===== src/rtl/core/tmjr_pkg.sv =====
package tmjr_pkg;

   // Width of the request and response data fields, and width of the z and w lag words.
   localparam int unsigned DATA_W = 32;
   localparam int unsigned LAG_W  = 31;

   // Index width of the shift-subtract iteration count.
   localparam int unsigned ITER_W = $clog2(DATA_W);

   // Generator seeds and the timestamp mixing offset.
   localparam logic [DATA_W-1:0] SEED_Y     = 32'd234567891;
   localparam logic [LAG_W-1:0]  SEED_Z     = 31'd345678912;
   localparam logic [LAG_W-1:0]  SEED_W     = 31'd456789123;
   localparam logic [DATA_W-1:0] MIX_OFFSET = 32'd1411392427;

   // Sequencer states.
   typedef enum logic [2:0] {
      ST_IDLE,
      ST_STEP,
      ST_SUM,
      ST_DIVIDE,
      ST_FINISH
   } seq_state_type;

   // Status of the remainder unit as seen by the sequencer.
   typedef struct packed {
      logic busy;
      logic done;
   } rem_stat_type;

endpackage


===== src/rtl/core/tmjr_rem_unit.sv =====
module tmjr_rem_unit (
   input  logic                         clock,
   input  logic                         reset,
   input  logic                         start,
   input  logic [tmjr_pkg::DATA_W-1:0]  dividend,
   input  logic [tmjr_pkg::DATA_W-1:0]  divisor,
   output tmjr_pkg::rem_stat_type       stat,
   output logic [tmjr_pkg::DATA_W-1:0]  remainder
);
   import tmjr_pkg::*;

   logic              busy_ff, busy_in;
   logic              done_ff, done_in;
   logic [ITER_W-1:0] count_ff, count_in;
   logic [DATA_W-1:0] quo_ff, quo_in;
   logic [DATA_W-1:0] div_ff, div_in;
   logic [DATA_W-1:0] rem_ff, rem_in;
   logic [DATA_W:0]   trial;
   logic [DATA_W:0]   diff;

   // One restoring shift-subtract step per cycle, most significant bit first.
   always_comb begin
      trial    = {rem_ff, quo_ff[DATA_W-1]};
      diff     = trial - {1'b0, div_ff};
      busy_in  = busy_ff;
      done_in  = 1'b0;
      count_in = count_ff;
      quo_in   = quo_ff;
      div_in   = div_ff;
      rem_in   = rem_ff;
      if (start) begin
         busy_in  = 1'b1;
         count_in = '0;
         quo_in   = dividend;
         div_in   = divisor;
         rem_in   = '0;
      end else if (busy_ff) begin
         quo_in   = {quo_ff[DATA_W-2:0], 1'b0};
         count_in = count_ff + 1'b1;
         if (!diff[DATA_W]) begin
            rem_in = diff[DATA_W-1:0];
         end else begin
            rem_in = trial[DATA_W-1:0];
         end
         if (count_ff == ITER_W'(DATA_W - 1)) begin
            busy_in = 1'b0;
            done_in = 1'b1;
         end
      end
   end

   // Control state is reset; the datapath words need none.
   always_ff @(posedge clock) begin
      if (reset) begin
         busy_ff  <= 1'b0;
         done_ff  <= 1'b0;
         count_ff <= '0;
      end else begin
         busy_ff  <= busy_in;
         done_ff  <= done_in;
         count_ff <= count_in;
      end
      quo_ff <= quo_in;
      div_ff <= div_in;
      rem_ff <= rem_in;
   end

   assign stat.busy = busy_ff;
   assign stat.done = done_ff;
   assign remainder = rem_ff;

endmodule


===== src/rtl/core/timestamp_mixed_jkiss32_rng.sv =====
// A request beat passes through the generator step, the sum, the remainder load, the remainder
// iterations (one per dividend bit), the completion check and the output load; a zero bound
// skips the remainder stages. The radix-2 remainder unit handles one bit per cycle, and the block
// takes no new beat until the last one is loaded out; a held response stalls the next beat.
// Synchronous active-high reset loads the generator seeds and empties the
// response register.
module timestamp_mixed_jkiss32_rng (
   input  logic                         clock,
   input  logic                         reset,
   input  logic                         req_valid,
   output logic                         req_ready,
   input  logic [tmjr_pkg::DATA_W-1:0]  req_time_ms,
   input  logic [tmjr_pkg::DATA_W-1:0]  req_max_val,
   output logic                         rsp_valid,
   input  logic                         rsp_ready,
   output logic [tmjr_pkg::DATA_W-1:0]  rsp_raw_value,
   output logic [tmjr_pkg::DATA_W-1:0]  rsp_ranged_value,
   output logic                         rsp_bad_bound
);
   import tmjr_pkg::*;

   seq_state_type     state_ff, state_in;
   logic [DATA_W-1:0] xmix_ff, xmix_in;
   logic [DATA_W-1:0] bound_ff, bound_in;
   logic [DATA_W-1:0] y_ff, y_in;
   logic [LAG_W-1:0]  z_ff, z_in;
   logic [LAG_W-1:0]  w_ff, w_in;
   logic              c_ff, c_in;
   logic [DATA_W-1:0] raw_ff, raw_in;
   logic              rsp_valid_ff, rsp_valid_in;
   logic [DATA_W-1:0] rsp_raw_ff, rsp_raw_in;
   logic [DATA_W-1:0] rsp_ranged_ff, rsp_ranged_in;
   logic              rsp_bad_ff, rsp_bad_in;

   logic              req_beat;
   logic              out_load;
   rem_stat_type      rem_stat;
   logic [DATA_W-1:0] rem_value;
   logic [DATA_W-1:0] xs1, xs2, xs3;
   logic [DATA_W-1:0] awc_sum;

   assign req_ready = (state_ff == ST_IDLE);
   assign req_beat  = req_valid && req_ready;

   // Xorshift 5/7/22 on the y word and 31-bit add-with-carry on z and w.
   always_comb begin
      xs1     = y_ff ^ (y_ff << 5);
      xs2     = xs1 ^ (xs1 >> 7);
      xs3     = xs2 ^ (xs2 << 22);
      awc_sum = {1'b0, z_ff} + {1'b0, w_ff} + {{(DATA_W-1){1'b0}}, c_ff};
   end

   // Sequencer: next state and datapath loads.
   always_comb begin
      state_in  = state_ff;
      xmix_in   = xmix_ff;
      bound_in  = bound_ff;
      y_in      = y_ff;
      z_in      = z_ff;
      w_in      = w_ff;
      c_in      = c_ff;
      raw_in    = raw_ff;
      out_load  = 1'b0;
      case (state_ff)
         ST_IDLE: begin
            if (req_valid) begin
               xmix_in  = req_time_ms + MIX_OFFSET;
               bound_in = req_max_val;
               state_in = ST_STEP;
            end
         end
         ST_STEP: begin
            y_in     = xs3;
            z_in     = w_ff;
            c_in     = awc_sum[DATA_W-1];
            w_in     = awc_sum[LAG_W-1:0];
            state_in = ST_SUM;
         end
         ST_SUM: begin
            raw_in = xmix_ff + y_ff + {1'b0, w_ff};
            if (bound_ff == '0) begin
               state_in = ST_FINISH;
            end else begin
               state_in = ST_DIVIDE;
            end
         end
         ST_DIVIDE: begin
            if (rem_stat.done) begin
               state_in = ST_FINISH;
            end
         end
         ST_FINISH: begin
            if (!rsp_valid_ff || rsp_ready) begin
               out_load = 1'b1;
               state_in = ST_IDLE;
            end
         end
         default: begin
            state_in = ST_IDLE;
         end
      endcase
   end

   // Start the remainder unit in the cycle in which the raw sum register first holds the new sum.
   logic div_entry_ff;
   always_ff @(posedge clock) begin
      if (reset) begin
         div_entry_ff <= 1'b0;
      end else begin
         div_entry_ff <= (state_ff == ST_SUM) && (bound_ff != '0);
      end
   end

   tmjr_rem_unit u_rem (
      .clock     (clock),
      .reset     (reset),
      .start     (div_entry_ff),
      .dividend  (raw_ff),
      .divisor   (bound_ff),
      .stat      (rem_stat),
      .remainder (rem_value)
   );

   // Response register; it holds a beat until the consumer takes it.
   always_comb begin
      rsp_valid_in  = rsp_valid_ff && !rsp_ready;
      rsp_raw_in    = rsp_raw_ff;
      rsp_ranged_in = rsp_ranged_ff;
      rsp_bad_in    = rsp_bad_ff;
      if (out_load) begin
         rsp_valid_in = 1'b1;
         rsp_raw_in   = raw_ff;
         if (bound_ff == '0) begin
            rsp_ranged_in = '0;
            rsp_bad_in    = 1'b1;
         end else begin
            rsp_ranged_in = rem_value + 1'b1;
            rsp_bad_in    = 1'b0;
         end
      end
   end

   always_ff @(posedge clock) begin
      if (reset) begin
         state_ff     <= ST_IDLE;
         y_ff         <= SEED_Y;
         z_ff         <= SEED_Z;
         w_ff         <= SEED_W;
         c_ff         <= 1'b0;
         rsp_valid_ff <= 1'b0;
      end else begin
         state_ff     <= state_in;
         y_ff         <= y_in;
         z_ff         <= z_in;
         w_ff         <= w_in;
         c_ff         <= c_in;
         rsp_valid_ff <= rsp_valid_in;
      end
      xmix_ff       <= xmix_in;
      bound_ff      <= bound_in;
      raw_ff        <= raw_in;
      rsp_raw_ff    <= rsp_raw_in;
      rsp_ranged_ff <= rsp_ranged_in;
      rsp_bad_ff    <= rsp_bad_in;
   end

   assign rsp_valid        = rsp_valid_ff;
   assign rsp_raw_value    = rsp_raw_ff;
   assign rsp_ranged_value = rsp_ranged_ff;
   assign rsp_bad_bound    = rsp_bad_ff;

   // The remainder unit only runs while the sequencer waits on it.
   a_rem_busy_in_divide: assert property (@(posedge clock) disable iff (reset)
      rem_stat.busy |-> (state_ff == ST_DIVIDE))
      else $error("remainder unit busy outside the divide state");

   // Its completion pulse is only seen in the divide state.
   a_rem_done_in_divide: assert property (@(posedge clock) disable iff (reset)
      rem_stat.done |-> (state_ff == ST_DIVIDE))
      else $error("remainder done outside the divide state");

   // An accepted request always advances the generator next.
   a_req_to_step: assert property (@(posedge clock) disable iff (reset)
      req_beat |=> (state_ff == ST_STEP))
      else $error("request beat did not start a generator step");

   // A zero bound always reports a zero ranged value.
   a_bad_bound_zero: assert property (@(posedge clock) disable iff (reset)
      (rsp_valid && rsp_bad_bound) |-> (rsp_ranged_value == '0))
      else $error("bad bound with nonzero ranged value");

endmodule

===== config.mk =====
export PLATFORM = sky130hd
export DESIGN_NAME = timestamp_mixed_jkiss32_rng
export DESIGN_NICKNAME = d
export VERILOG_FILES = /design/src/rtl/core/tmjr_pkg.sv /design/src/rtl/core/tmjr_rem_unit.sv /design/src/rtl/core/timestamp_mixed_jkiss32_rng.sv
export SDC_FILE = /design/constraint.sdc
export NUM_CORES = 1
export LEC_CHECK = 0
export ABC_AREA = 0
export ABC_CLOCK_PERIOD_IN_PS = 7500
export BUFFER_PORTS_ARGS = -buffer_cell sky130_fd_sc_hd__buf_2
export CORE_MARGIN = 2
export CORE_UTILIZATION = 55
export DETAILED_ROUTE_END_ITERATION = 8
export HOLD_SLACK_MARGIN = 0.12
export PLACE_DENSITY = 0.74
export REMOVE_ABC_BUFFERS = 1
export SYNTH_ARGS = -nofsm -noshare
export SYNTH_HDL_FRONTEND = slang
export SYNTH_SLANG_ARGS = --single-unit

===== constraint.sdc =====
create_clock -name clock -period 7.5 [get_ports clock]
set_clock_uncertainty 0.1 [all_clocks]
set_input_delay 1.125 -clock clock [delete_from_list [all_inputs] [get_ports clock]]
set_output_delay 1.125 -clock clock [all_outputs]
set_load 0.02 [all_outputs]

### Word-level counts from Yosys, hierarchy flattened

Index checks and enable logic that the tools add are counted.

| storage, ports and cells | value |
|---|---|
| register bits | 364 |
| output and inout bits | 67 |
| logic and storage cells | 68 |

| cells by class | value |
|---|---|
| $add $sub $neg | 8 |
| equality and inequality tests | 8 |
| mux-type cells | 16 |
| bitwise operators | 4 |
| reductions and logical operators | 13 |

Operators by type and width:

| kind | count |
|---|---|
| 2-to-1 mux 32 bit | 3 |
| XOR 32 bit | 2 |
| subtractor 33 x 32 -> 33 bit | 1 |
| adder 31 x 31 -> 32 bit | 1 |
| adder 32 x 1 -> 32 bit | 1 |
| adder 32 x 1 -> 32 bit, second input constant | 1 |
| adder 32 x 31 -> 32 bit | 1 |
| adder 32 x 31 -> 32 bit, second input constant | 1 |
| adder 32 bit | 1 |
| zero test 32 bit | 1 |
| nonzero test 32 bit | 1 |
| XOR 32 x 25 -> 32 bit | 1 |
| case mux 3 bit (5 select lines) | 1 |
| 2-to-1 mux 3 bit | 4 |
| 2-to-1 mux 1 bit | 8 |
| == test 3 x 2 -> 1 bit, second input constant | 2 |
| adder 5 x 1 -> 5 bit, second input constant | 1 |
| == test 5 bit, second input constant | 1 |
| inequality test 2 bit, second input constant | 2 |
| == test 3 x 1 -> 1 bit, second input constant | 1 |
| == test 3 bit, second input constant | 1 |
| zero test 3 bit | 1 |
| AND reduction 3 bit | 1 |
| OR reduction 3 bit | 1 |
| other kinds (8) | 10 |

### Depth between registers and ports, before layout

Gate-level depths: netlist of run 1.

| logic depth | value |
|---|---|
| depth in word-level cells | 5 |
| mapped depth | 14 |

### Modules after synthesis

A second synthesis of run 1 with hierarchy kept.

| second synthesis, totals | value |
|---|---|
| cell total of the unflattened synthesis | 1,894 |
| area total of the unflattened synthesis | 19,906.6 sq um |

By module, submodules not included:

| module | times used | cells each | area each (sq um) | sequential area each (sq um) |
|---|---|---|---|---|
| timestamp_mixed_jkiss32_rng | 1 | 1,331 | 14,007.2 | 6,836.6 |
| tmjr_rem_unit | 1 | 563 | 5,899.4 | 2,702.6 |

### Worst setup path after synthesis of run 1

Ideal clock, no wire load.

| timing | value |
|---|---|
| kind | register to register |
| from | register xmix_ff[2] |
| to | register raw_ff[30] (data pin) |
| data arrival time | 3.003 ns |
| data required time | 7.140 ns |
| path slack | 4.137 ns |
| stages on the path, launching flop included | 12 |
| period minus slack after synthesis | 3.363 ns |
| path through | edfxtp_1 -> fa_1 -> ha_1 -> a21o_1 -> a21oi_2 -> o21bai_1 -> a2111o_1 -> a31oi_4 -> o31ai_2 -> a31o_1 -> a311oi_2 -> xnor2_1 |

| between the ends | value |
|---|---|
| longest elaborated chain between the ends | 2 |

Ends and longest elaborated chain:

| what | RTL line | RTL |
|---|---|---|
| from (decl) | timestamp_mixed_jkiss32_rng.sv:23 | `logic [DATA_W-1:0] xmix_ff, xmix_in;` |
| from (signal assigned) | timestamp_mixed_jkiss32_rng.sv:159 | `xmix_ff <= xmix_in;` |
| adder 32 bit | timestamp_mixed_jkiss32_rng.sv:80 | `raw_in = xmix_ff + y_ff + {1'b0, w_ff};` |
| adder 32 x 31 -> 32 bit | timestamp_mixed_jkiss32_rng.sv:80 |  |
| to (signal assigned) | timestamp_mixed_jkiss32_rng.sv:161 | `raw_ff <= raw_in;` |
| to (decl) | timestamp_mixed_jkiss32_rng.sv:29 | `logic [DATA_W-1:0] raw_ff, raw_in;` |

No other way between the ends.
A chain may end at the register's enable or synchronous reset.

### Worst setup path in the final report of run 1

| timing | value |
|---|---|
| from | register u_rem.quo_ff[31] |
| to | register u_rem.rem_ff[0], in the netlist u_rem.remainder[0] |

| between the ends | value |
|---|---|
| longest elaborated chain between the ends | 2 |

Ends and longest elaborated chain:

| what | RTL line | RTL |
|---|---|---|
| from (decl) | tmjr_rem_unit.sv:15 | `logic [DATA_W-1:0] quo_ff, quo_in;` |
| from (signal assigned) | tmjr_rem_unit.sv:63 | `quo_ff <= quo_in;` |
| subtractor 33 x 32 -> 33 bit | tmjr_rem_unit.sv:24 | `diff = trial - {1'b0, div_ff};` |
| 2-to-1 mux 32 bit * | tmjr_rem_unit.sv:40 | `if (!diff[DATA_W]) begin` |
| to (signal assigned) | tmjr_rem_unit.sv:65 | `rem_ff <= rem_in;` |
| to (decl) | tmjr_rem_unit.sv:17 | `logic [DATA_W-1:0] rem_ff, rem_in;` |

Mark *: on every way between the ends. The rest lies on a longest branch, timed or not.

==> results of run 1 <==
sequential cells by signal, indices dropped and copies added, names as in the netlist, 3 cells and up:
register	count
u_rem.div_ff	32
y_ff	32
state_ff	3
raw_ff	32
bound_ff	32
u_rem.quo_ff	32
u_rem.count_ff	5
xmix_ff	32
w_ff	31
rsp_raw_value	32
z_ff	31
u_rem.remainder	32
rsp_ranged_value	32
logic make-up (layout without fill, tap and decap cells):
group	count (synthesis)	after routing	synth area share [%]
multiplexers	40	40	2.22
AO/OA/AOI/OAI	481	481	15.8
flip-flops	364	364	48.0
adder cells (fa/ha/maj)	131	131	9.58
AND/OR/NAND/NOR	550	550	13.0
XOR/XNOR	195	195	8.60
buffers and inverters	146	292	2.82
stage by stage:
step	cell area, sq um	instances	setup WS (ns)	power (mW)
2_1_floorplan	19600	1831	3.70	7.68
3_3_place_gp	20900	2438	3.47	8.82
3_5_place_dp	20900	2438	3.43	8.97
4_1_cts	22300	2514	3.40	11.1
5_1_grt	22300	2514	3.14	11.9
6_report	22300	2514	3.41	11.0
cell usage in the layout, fill, tap and decap left out, types with 38 or more instances in the layout:
cell / Yosys / routed
inv_1: 70 / 70
clkbuf_16: 0 / 43
a21o_1: 49 / 49
edfxtp_1: 225 / 225
o21ai_0: 79 / 79
o21ai_1: 40 / 40
or3_1: 38 / 38
dfxtp_1: 139 / 137
xnor2_1: 115 / 115
nand3_1: 60 / 60
nor2_1: 115 / 113
xor2_1: 80 / 80
buf_2: 7 / 134
nand2_1: 203 / 202
a21oi_1: 146 / 146
ha_1: 96 / 96
where the power goes:
group	switching (mW)	total (mW)	internal, mW
registers	0.605	3.64	3.04
logic	3.09	5.36	2.26
clock network	0.805	2.04	1.23
cell type report:
type	instances	area share, %
inverter	70	1.18
timing repair buffer	146	3.41
sequential	364	42.8
multi-input combinational	1397	43.8
clock inverter	27	1.26
tap	461	2.59
clock buffer	49	4.97
final timing paths:
path	start	to	slack, ns	cells past startpoint
worst max-delay path	u_rem.quo_ff[31]	u_rem.remainder[0]	3.41	13
worst min-delay path	raw_ff[20]	rsp_raw_value[20]	0.35	0
worst max register to register	u_rem.quo_ff[31]	u_rem.remainder[0]	3.41	13
worst min register to register	raw_ff[20]	rsp_raw_value[20]	0.35	0
critical path: cells and delay by family, from the launching register on:
kind	cells	cell delay, ns
fa+ha+maj	2	0.58
buf+inv	2	0.12
simple gates	2	1.19
mux	1	0.41
compound gates	6	1.22
flops	1	0.36
metal layers:
metal	global-route usage, %	share of wire (%)	vias up
li1	-	-	7146
met1	30.6	43	6997
met2	40.4	48	389
met3	3.81	5.2	86
met4	8.14	3.3	0
met5	0	0	-
==> metrics.csv, run 1 <==
metric,value,unit
run status,completed,
CTS Root Cell,clkbuf_16,
Ys Warns,0,
Via-to-Cell Ratio,5.81,
"Seq/Total Area, Yosys",48.0,%
number of synthesized register bits,364,
Slew headroom,31.4,%
Post-synth top flop,edfxtp_1,
share of synthesized registers carrying an async set or reset,0,%
register area,0.00954,sq mm
H-tree depth,2,
CTS tree,built,
# DRC,0,
crit-path cells,inv_1 > ha_1 > inv_1 > fa_1 > a211oi_2 > o21bai_1 > o211ai_2 > a211oi_2 > o21a_1 > nor3_4 > nor2_4 > mux2_1 > a211oi_1,
IO Count,135,
postcts setup bufs,0,
max incr delay on CP,0.84,ns
Via Count,14600,
Post-CTS Resized,0,
Pre-antenna DRT Iters,5,
Port Buffers,134,
# diodes,0,
critical path startpoint category,register,
dpl hpwl,32500,um
multi-input logic area,0.00977,sq mm
gr usage total,23.6,%
"Slowest-stage cell, CP",nor3_4,
core area,0.0356,sq mm
Nets,2219,
largest net degree at the start of global routing,95,
CP required,7.86,ns
critical path capture point type,register,
CTS hold repair buffers,0,
vias in the first global route,14300,
final setup violation count,0,
clk_lat worst skew,0.55,ns
Final Hold Viols,0,
ratio of cells with drive above 1 in the final layout,13.6,%
RSZ-0062 raised after global routing,false,
HP Class,reg2reg,
Die ar.,0.0376,sq mm
drt initial violations,992,
Setup TNS,0,ns
CTS Buf Count,41,
Pleak,8.64,nW
Filler cells,2926,
GPL Wtd Cong,0.914,
Netlist cell types,77,
most common cell in the netlist,edfxtp_1,
"area leader, netlist",edfxtp_1,
Starting Density,55.8,%
Mapped Area,0.0199,sq mm
Synth top cells by count,"edfxtp_1, nand2_1, a21oi_1",
total grt overflow,0,
area added between synthesis and finish,12.3,%
"Core Util, Final",62.7,%
"Arr. time, crit path",4.46,ns
Mapped Avg Cell Area,10.4,sq um
CP Class,reg2reg,
Die Ht,194,um
worst-path fanout max,32,
fmax,244,MHz
CTS max path bufs,3,
fin. max-slew vios,0,
VDD IR max,0.280,mV
Post-Route WL,44500,um
top cell type's share of synthesized area,34.0,%
worst slew pin tran,1.03,ns
max_cap viols,0,
Final ANT Viol Nets,0,
hold_ws,0.348,ns
drt wl/cell,17.7,um
Die Span X,194,um
pwr dens,495,mW/mm^2
Cells after Synth,1907,
min Tclk post-route,4.09,ns
Synth area leaders,"edfxtp_1, dfxtp_1, ha_1",
global-route wire length before repair,72300,um
clock transition at the registers of the reported paths,0.06,ns
clock sinks,364,
Post-synth EDFFs,225,
fin crit share,54.6,%
initial antenna violation count,0,
std cell rows,69,
No activity file was read; power rests on OpenSTA's default activity.
==> inputs of run 2 (changes only) <==
--- a/config.mk
+++ b/config.mk
@@ -5,14 +5,14 @@
 export SDC_FILE = /design/constraint.sdc
 export NUM_CORES = 1
 export LEC_CHECK = 0
-export ABC_AREA = 0
-export ABC_CLOCK_PERIOD_IN_PS = 7500
+export ABC_AREA = 1
+export ABC_CLOCK_PERIOD_IN_PS = 3900
 export BUFFER_PORTS_ARGS = -buffer_cell sky130_fd_sc_hd__buf_2
 export CORE_MARGIN = 2
 export CORE_UTILIZATION = 55
 export DETAILED_ROUTE_END_ITERATION = 8
 export HOLD_SLACK_MARGIN = 0.12
-export PLACE_DENSITY = 0.74
+export PLACE_DENSITY = 0.73
 export REMOVE_ABC_BUFFERS = 1
 export SYNTH_ARGS = -nofsm -noshare
 export SYNTH_HDL_FRONTEND = slang
==> constraint.sdc (replaced) <==
create_clock -name clock -period 3.9 [get_ports clock]
set_clock_uncertainty 0.1 [all_clocks]
set_input_delay 0.585 -clock clock [delete_from_list [all_inputs] [get_ports clock]]
set_output_delay 0.585 -clock clock [all_outputs]
set_load 0.02 [all_outputs]
==> metrics.csv, run 2 <==
metric,value,unit,change
Compound-Gate Fraction of Synth Area,8.86,%,-6.9 points
H-tree depth,2,,unchanged
clk_lat worst skew,0.57,ns,+0.02 ns
Final Hold Viols,0,,unchanged
HP Class,in2reg,,
ratio of cells with drive above 1 in the final layout,8.16,%,-5.5 points
IO Count,135,,unchanged
"commonest cells after routing, fill and taps aside","nand2_1, inv_1, nor2_1",,
main combinational cell family by area after synthesis,simple AND/OR/NAND/NOR gates,,
Netlist cell types,52,,-32%
Post-synth top flop,edfxtp_1,,
dpl hpwl,45900,um,+41%
worst-path fanout max,4,,-88%
fmax,315,MHz,+29%
total grt overflow,0,,unchanged
core area,0.0387,sq mm,+8.9%
"most common cell after layout, fill and taps aside",nand2_1,,
# diodes,0,,unchanged
clock transition at the registers of the reported paths,0.06,ns,about the same
Simple-Gate Fraction of Synth Area,25.5,%,+13 points
Synth area leaders,"edfxtp_1, nand2_1, dfxtp_1",,
Pre-antenna DRT Iters,5,,unchanged
top cell type's share of synthesized area,31.2,%,-2.8 points
Die ar.,0.0410,sq mm,+8.9%
Via Count,18500,,+26%
area added between synthesis and finish,13.0,%,
VDD IR max,0.458,mV,+64%
critical path capture point type,register,,
CTS tree,built,,
Mapped Area,0.0217,sq mm,+9.1%
mux share of post-synthesis cell area,0,%,-2.2 points
clock sinks,364,,unchanged
reg2reg path depth,10,,-3
Adder-Cell Fraction of Synth Area,8.78,%,-0.80 points
worst slew pin tran,0.995,ns,-0.0306 ns
GPL Wtd Cong,0.995,,+8.8%
global-route wire length before repair,94400,um,+31%
drt wl/cell,17.3,um,-2.4%
Hold Path Depth,2,,+2
Mapped Avg Cell Area,7.91,sq um,-24%
CTS Root Cell,clkbuf_16,,
Die Span X,202,um,+4.4%
Post-Route WL,59800,um,+34%
hold_ws,0.224,ns,-0.123 ns
initial antenna violation count,0,,unchanged
fin. max-slew vios,0,,unchanged
"Arr. time, crit path",3.36,ns,-1.10 ns
# DRC,0,,unchanged
Slew headroom,33.6,%,+2.2 points
RSZ-0062 raised after global routing,false,,
Starting Density,55.9,%,+0.10 points
Die Ht,202,um,+4.4%
Port Buffers,134,,unchanged
final setup violation count,0,,unchanged
CP required,4.09,ns,-3.77 ns
CTS Buf Count,40,,-2.4%
Pleak,11.1,nW,+29%
run status,completed,,
"Seq/Total Area, Yosys",44.0,%,-4.0 points
Via-to-Cell Ratio,5.34,,-8.1%
Setup TNS,0,ns,unchanged
Synth Area in XOR/XNOR,5.42,%,-3.2 points
Filler cells,3346,,+14%
most common cell in the netlist,nand2_1,,
CTS max path bufs,3,,unchanged
std cell rows,72,,+4.3%
min Tclk post-route,3.17,ns,-0.922 ns
drt initial violations,1331,,+34%
share of synthesized registers carrying an async set or reset,0,%,unchanged
gr usage total,29.4,%,+5.8 points
total power,21.3,mW,+92%
vias in the first global route,18100,,+27%
critical path startpoint category,register,,
Post-synth EDFFs,225,,unchanged
postcts setup bufs,0,,unchanged
"area leader, netlist",edfxtp_1,,
Ys Warns,0,,unchanged
Synth top cells by count,"nand2_1, inv_1, nor2_1",,
number of synthesized register bits,364,,unchanged
Cells after Synth,2740,,+44%
fin crit share,81.3,%,+27 points
CP Class,reg2reg,,
Final ANT Viol Nets,0,,unchanged
Nets,3109,,+40%
largest net degree at the start of global routing,62,,-35%
max_cap viols,0,,unchanged
pwr dens,868,mW/mm^2,+75%
run 2: cell types whose count changed in the layout (fill, tap and decap cells not counted), sizes merged, moves of 30 or more:
cell,delta
mux2,-32
xnor2,-60
or3,-38
a21o,-45
dlygate4sd3,+32
nand2,+602
nor2,+167
nand3,+74
inv,+295
a21oi,+30
run 2: critical path, stage by stage (launching register included):
cell     delay (ns)
dfxtp_1        0.47
fa_1           0.48
ha_1           0.40
nand2_1        0.14
nor2_1         0.14
inv_1          0.10
nor3_1         0.39
nand4_1        0.21
nand3_1        0.21
a21oi_1        0.11
xnor2_1        0.16
run 2: area by class of cell:
cell class	count	area (sq um)	share of cell area (%)
Tap cell	518	648	2.65
Sequential cell	364	9540	39.0
Multi-Input combinational cell	1958	10500	43.1
Inverter	365	1370	5.60
Clock buffer	62	1100	4.51
Clock inverter	11	151	0.618
Timing Repair Buffer	181	1130	4.61
run 2: cells by family (layout without fill, tap and decap cells):
group / after synthesis / after routing
flops: 364 / 364
simple gates: 1332 / 1332
xor+xnor: 134 / 134
compound gates: 361 / 361
buf+inv: 418 / 619
fa+ha+maj: 131 / 131
run 2: layer usage:
metal / up-vias / global-route usage (%) / share of wire (%)
met4: 0 / 15.2 / 5.4
li1: 9250 / - / -
met1: 8553 / 35.4 / 41
met3: 151 / 3.58 / 4.3
met2: 531 / 51.8 / 49
met5: - / 0 / 0
run 2: worst paths after layout:
check / startpoint / end / slack [ns]
worst max-delay path: w_ff[15] / raw_ff[23] / 0.73
worst min register to register: raw_ff[4] / rsp_raw_value[4] / 0.35
worst max register to register: w_ff[15] / raw_ff[23] / 0.73
worst min-delay path: req_time_ms[0] / xmix_ff[0] / 0.22
run 2: stage by stage:
step                      cell area, sq um  util, %  cells  worst slack, ns
after global routing                 24500     63.2   3459            0.580
after global placement               22900     59.1   3354            0.775
after detailed placement             22900     59.1   3354            0.782
after CTS                            24500     63.2   3459            0.745
final                                24500     63.2   3459            0.730
after floorplan                      21400        -   2687           -0.514
run 2: power breakdown:
group,internal [mW],leakage [nW],switching [mW]
registers,5.82,3.22,1.06
clock network,2.16,0.610,1.56
logic,3.70,7.31,6.96
total,11.7,11.1,9.58
run 2: timing repair:
| action | in CTS | in global routing |
|---|---|---|
| gates resized for setup | 0 | 0 |
| hold endpoints to repair | 32 | 0 |
| hold buffers | 32 | 0 |
==> inputs of run 3 (changes only) <==
--- a/config.mk
+++ b/config.mk
@@ -5,14 +5,14 @@
 export SDC_FILE = /design/constraint.sdc
 export NUM_CORES = 1
 export LEC_CHECK = 0
-export ABC_AREA = 1
-export ABC_CLOCK_PERIOD_IN_PS = 3900
+export ABC_AREA = 0
+export ABC_CLOCK_PERIOD_IN_PS = 3140
 export BUFFER_PORTS_ARGS = -buffer_cell sky130_fd_sc_hd__buf_2
 export CORE_MARGIN = 2
 export CORE_UTILIZATION = 55
 export DETAILED_ROUTE_END_ITERATION = 8
 export HOLD_SLACK_MARGIN = 0.12
-export PLACE_DENSITY = 0.73
+export PLACE_DENSITY = 0.74
 export REMOVE_ABC_BUFFERS = 1
 export SYNTH_ARGS = -nofsm -noshare
 export SYNTH_HDL_FRONTEND = slang
==> constraint.sdc (replaced) <==
create_clock -name clock -period 3.14 [get_ports clock]
set_clock_uncertainty 0.1 [all_clocks]
set_input_delay 0.471 -clock clock [delete_from_list [all_inputs] [get_ports clock]]
set_output_delay 0.471 -clock clock [all_outputs]
set_load 0.02 [all_outputs]
==> metrics.csv, run 3 (synthesis gave the netlist of run 1 again) <==
metric,value,unit,change
run status,"finished, violations left",,
failing checks,negative setup slack,,
CP required,3.32,ns,-0.77 ns
initial antenna violation count,0,,unchanged
worst-path fanout max,3,,-1
fin crit share,107,%,+26 points
CTS max path bufs,3,,unchanged
CTS Buf Count,39,,-2.5%
fmax,297,MHz,-6.0%
VDD IR max,0.714,mV,+56%
"Arr. time, crit path",3.55,ns,+0.19 ns
Post-Route WL,50900,um,-15%
critical path capture point type,register,,
ratio of cells with drive above 1 in the final layout,25.3,%,+17 points
Die Span X,194,um,-4.2%
vias in the first global route,15600,,-14%
# DRC,0,,unchanged
pwr dens,1230,mW/mm^2,+42%
Slew headroom,49.1,%,+15 points
core area,0.0356,sq mm,-8.2%
Pleak,9.85,nW,-12%
Pre-antenna DRT Iters,5,,unchanged
final setup margin,-0.233,ns,-0.963 ns
Final ANT Viol Nets,0,,unchanged
Port Buffers,134,,unchanged
largest net degree at the start of global routing,77,,+24%
Starting Density,55.8,%,-0.10 points
clock transition at the registers of the reported paths,0.06,ns,about the same
CTS tree,built,,
crit-path cells,fa_2 > ha_4 > a21o_1 > a21oi_2 > o21bai_1 > a2111o_1 > a31oi_4 > o31ai_4 > a31o_1 > a311oi_2 > xnor2_1,,
Filler cells,2613,,-22%
CTS Root Cell,clkbuf_16,,
"Slowest-stage cell, CP",fa_2,,
clk_lat worst skew,0.54,ns,-0.03 ns
RSZ-0062 raised after global routing,true,,
HP Class,in2reg,,
hold_ws,0.145,ns,-0.0794 ns
final setup violation count,36,,+36
gr usage total,26.1,%,-3.3 points
"commonest cells after routing, fill and taps aside","edfxtp_1, nand2_1, buf_4",,
Nets,2444,,-21%
H-tree depth,2,,unchanged
Die ar.,0.0376,sq mm,-8.2%
IO Count,135,,unchanged
total grt overflow,0,,unchanged
std cell rows,69,,-4.2%
# diodes,0,,unchanged
area added between synthesis and finish,25.0,%,
Via Count,15800,,-14%
total power,30.6,mW,+44%
critical path startpoint category,register,,
dpl hpwl,35300,um,-23%
clock sinks,364,,unchanged
CP Class,reg2reg,,
Die Ht,194,um,-4.2%
drt initial violations,1047,,-21%
fin. max-slew vios,0,,unchanged
"most common cell after layout, fill and taps aside",edfxtp_1,,
worst path buffer plus inverter count,0,,-1
drt wl/cell,18.6,um,+7.5%
worst slew pin tran,0.764,ns,-0.230 ns
GPL Wtd Cong,0.916,,-7.9%
Via-to-Cell Ratio,5.79,,+8.3%
max incr delay on CP,0.59,ns,+0.11 ns
min Tclk post-route,3.37,ns,+0.203 ns
Final Hold Viols,0,,unchanged
global-route wire length before repair,79600,um,-16%
max_cap viols,0,,unchanged
top cell family by delay on the critical path,compound AO/OA/AOI/OAI gates,,
==> run 3: cell types whose count changed in the layout (fill, tap and decap cells not counted), sizes merged, moves of 30 or more <==
cell   delta
mux2     +32
nand2   -602
nand3    -74
buf     +188
nor2    -166
or3      +38
xnor2    +60
inv     -295
a21oi    -30
a21o     +45
==> run 3: cell type report <==
cell class,instances,area (sq um),share of cell area [%]
Inverter,70,263,1.06
Multi-Input combinational cell,1398,10400,42.0
Clock buffer,51,1080,4.37
Sequential cell,364,9550,38.5
Clock inverter,20,214,0.862
Tap cell,461,577,2.32
Timing Repair Buffer,372,2710,10.9
==> run 3: repair_timing <==
| item | 4_1_cts | 5_1_grt |
|---|---|---|
| setup buffers | 26 | 12 |
| resized for setup | 57 | 100 |
| hold buffers | 33 | 0 |
| setup endpoints to repair | 56 | 57 |
| pin swaps | 68 | 76 |
| endpoints found under the hold margin | 33 | 0 |
| cloned | 1 | 3 |
==> run 3: worst paths after layout <==
kind	start	to	slack [ns]	cells after the start
hold / removal	req_time_ms[31]	xmix_ff[31]	0.14	2
setup reg to reg	xmix_ff[2]	raw_ff[30]	-0.23	11
hold reg to reg	raw_ff[13]	rsp_raw_value[13]	0.34	0
setup / recovery	xmix_ff[2]	raw_ff[30]	-0.23	11
==> run 3: worst register-to-register path, stage by stage, from the launching register on <==
cell and delay (ns):
edfxtp_1 0.41, fa_2 0.59, ha_4 0.21, a21o_1 0.17, a21oi_2 0.16, o21bai_1 0.10, a2111o_1 0.44, a31oi_4 0.25
o31ai_4 0.11, a31o_1 0.22, a311oi_2 0.27, xnor2_1 0.10
==> run 3: per-stage QoR <==
step | area, sq um | util [%] | setup WS (ns) | cells | setup TNS [ns]
after floorplan | 19600 | - | -0.664 | 1831 | -26.70
after global placement | 22200 | 62.3 | -0.447 | 2597 | -3.93
after detailed placement | 22200 | 62.3 | -0.536 | 2597 | -6.86
after CTS | 24200 | 68.2 | -0.208 | 2726 | -1.09
after global routing | 24800 | 69.8 | -0.322 | 2736 | -7.34
final | 24800 | 69.8 | -0.233 | 2736 | -1.85
==> run 3: routing by layer <==
layer,share of wire (%),global-route usage [%],wire length (um)
met2,50,46.1,25500
met3,5.0,3.39,2530
met4,4.0,9.79,2020
met1,41,32.7,20800
met5,0,0,0
==> run 3: where the power goes <==
group	switching (mW)	internal, mW	leakage [nW]
registers	1.12	7.26	3.22
logic	9.41	8.12	6.00
clock network	1.90	2.77	0.629
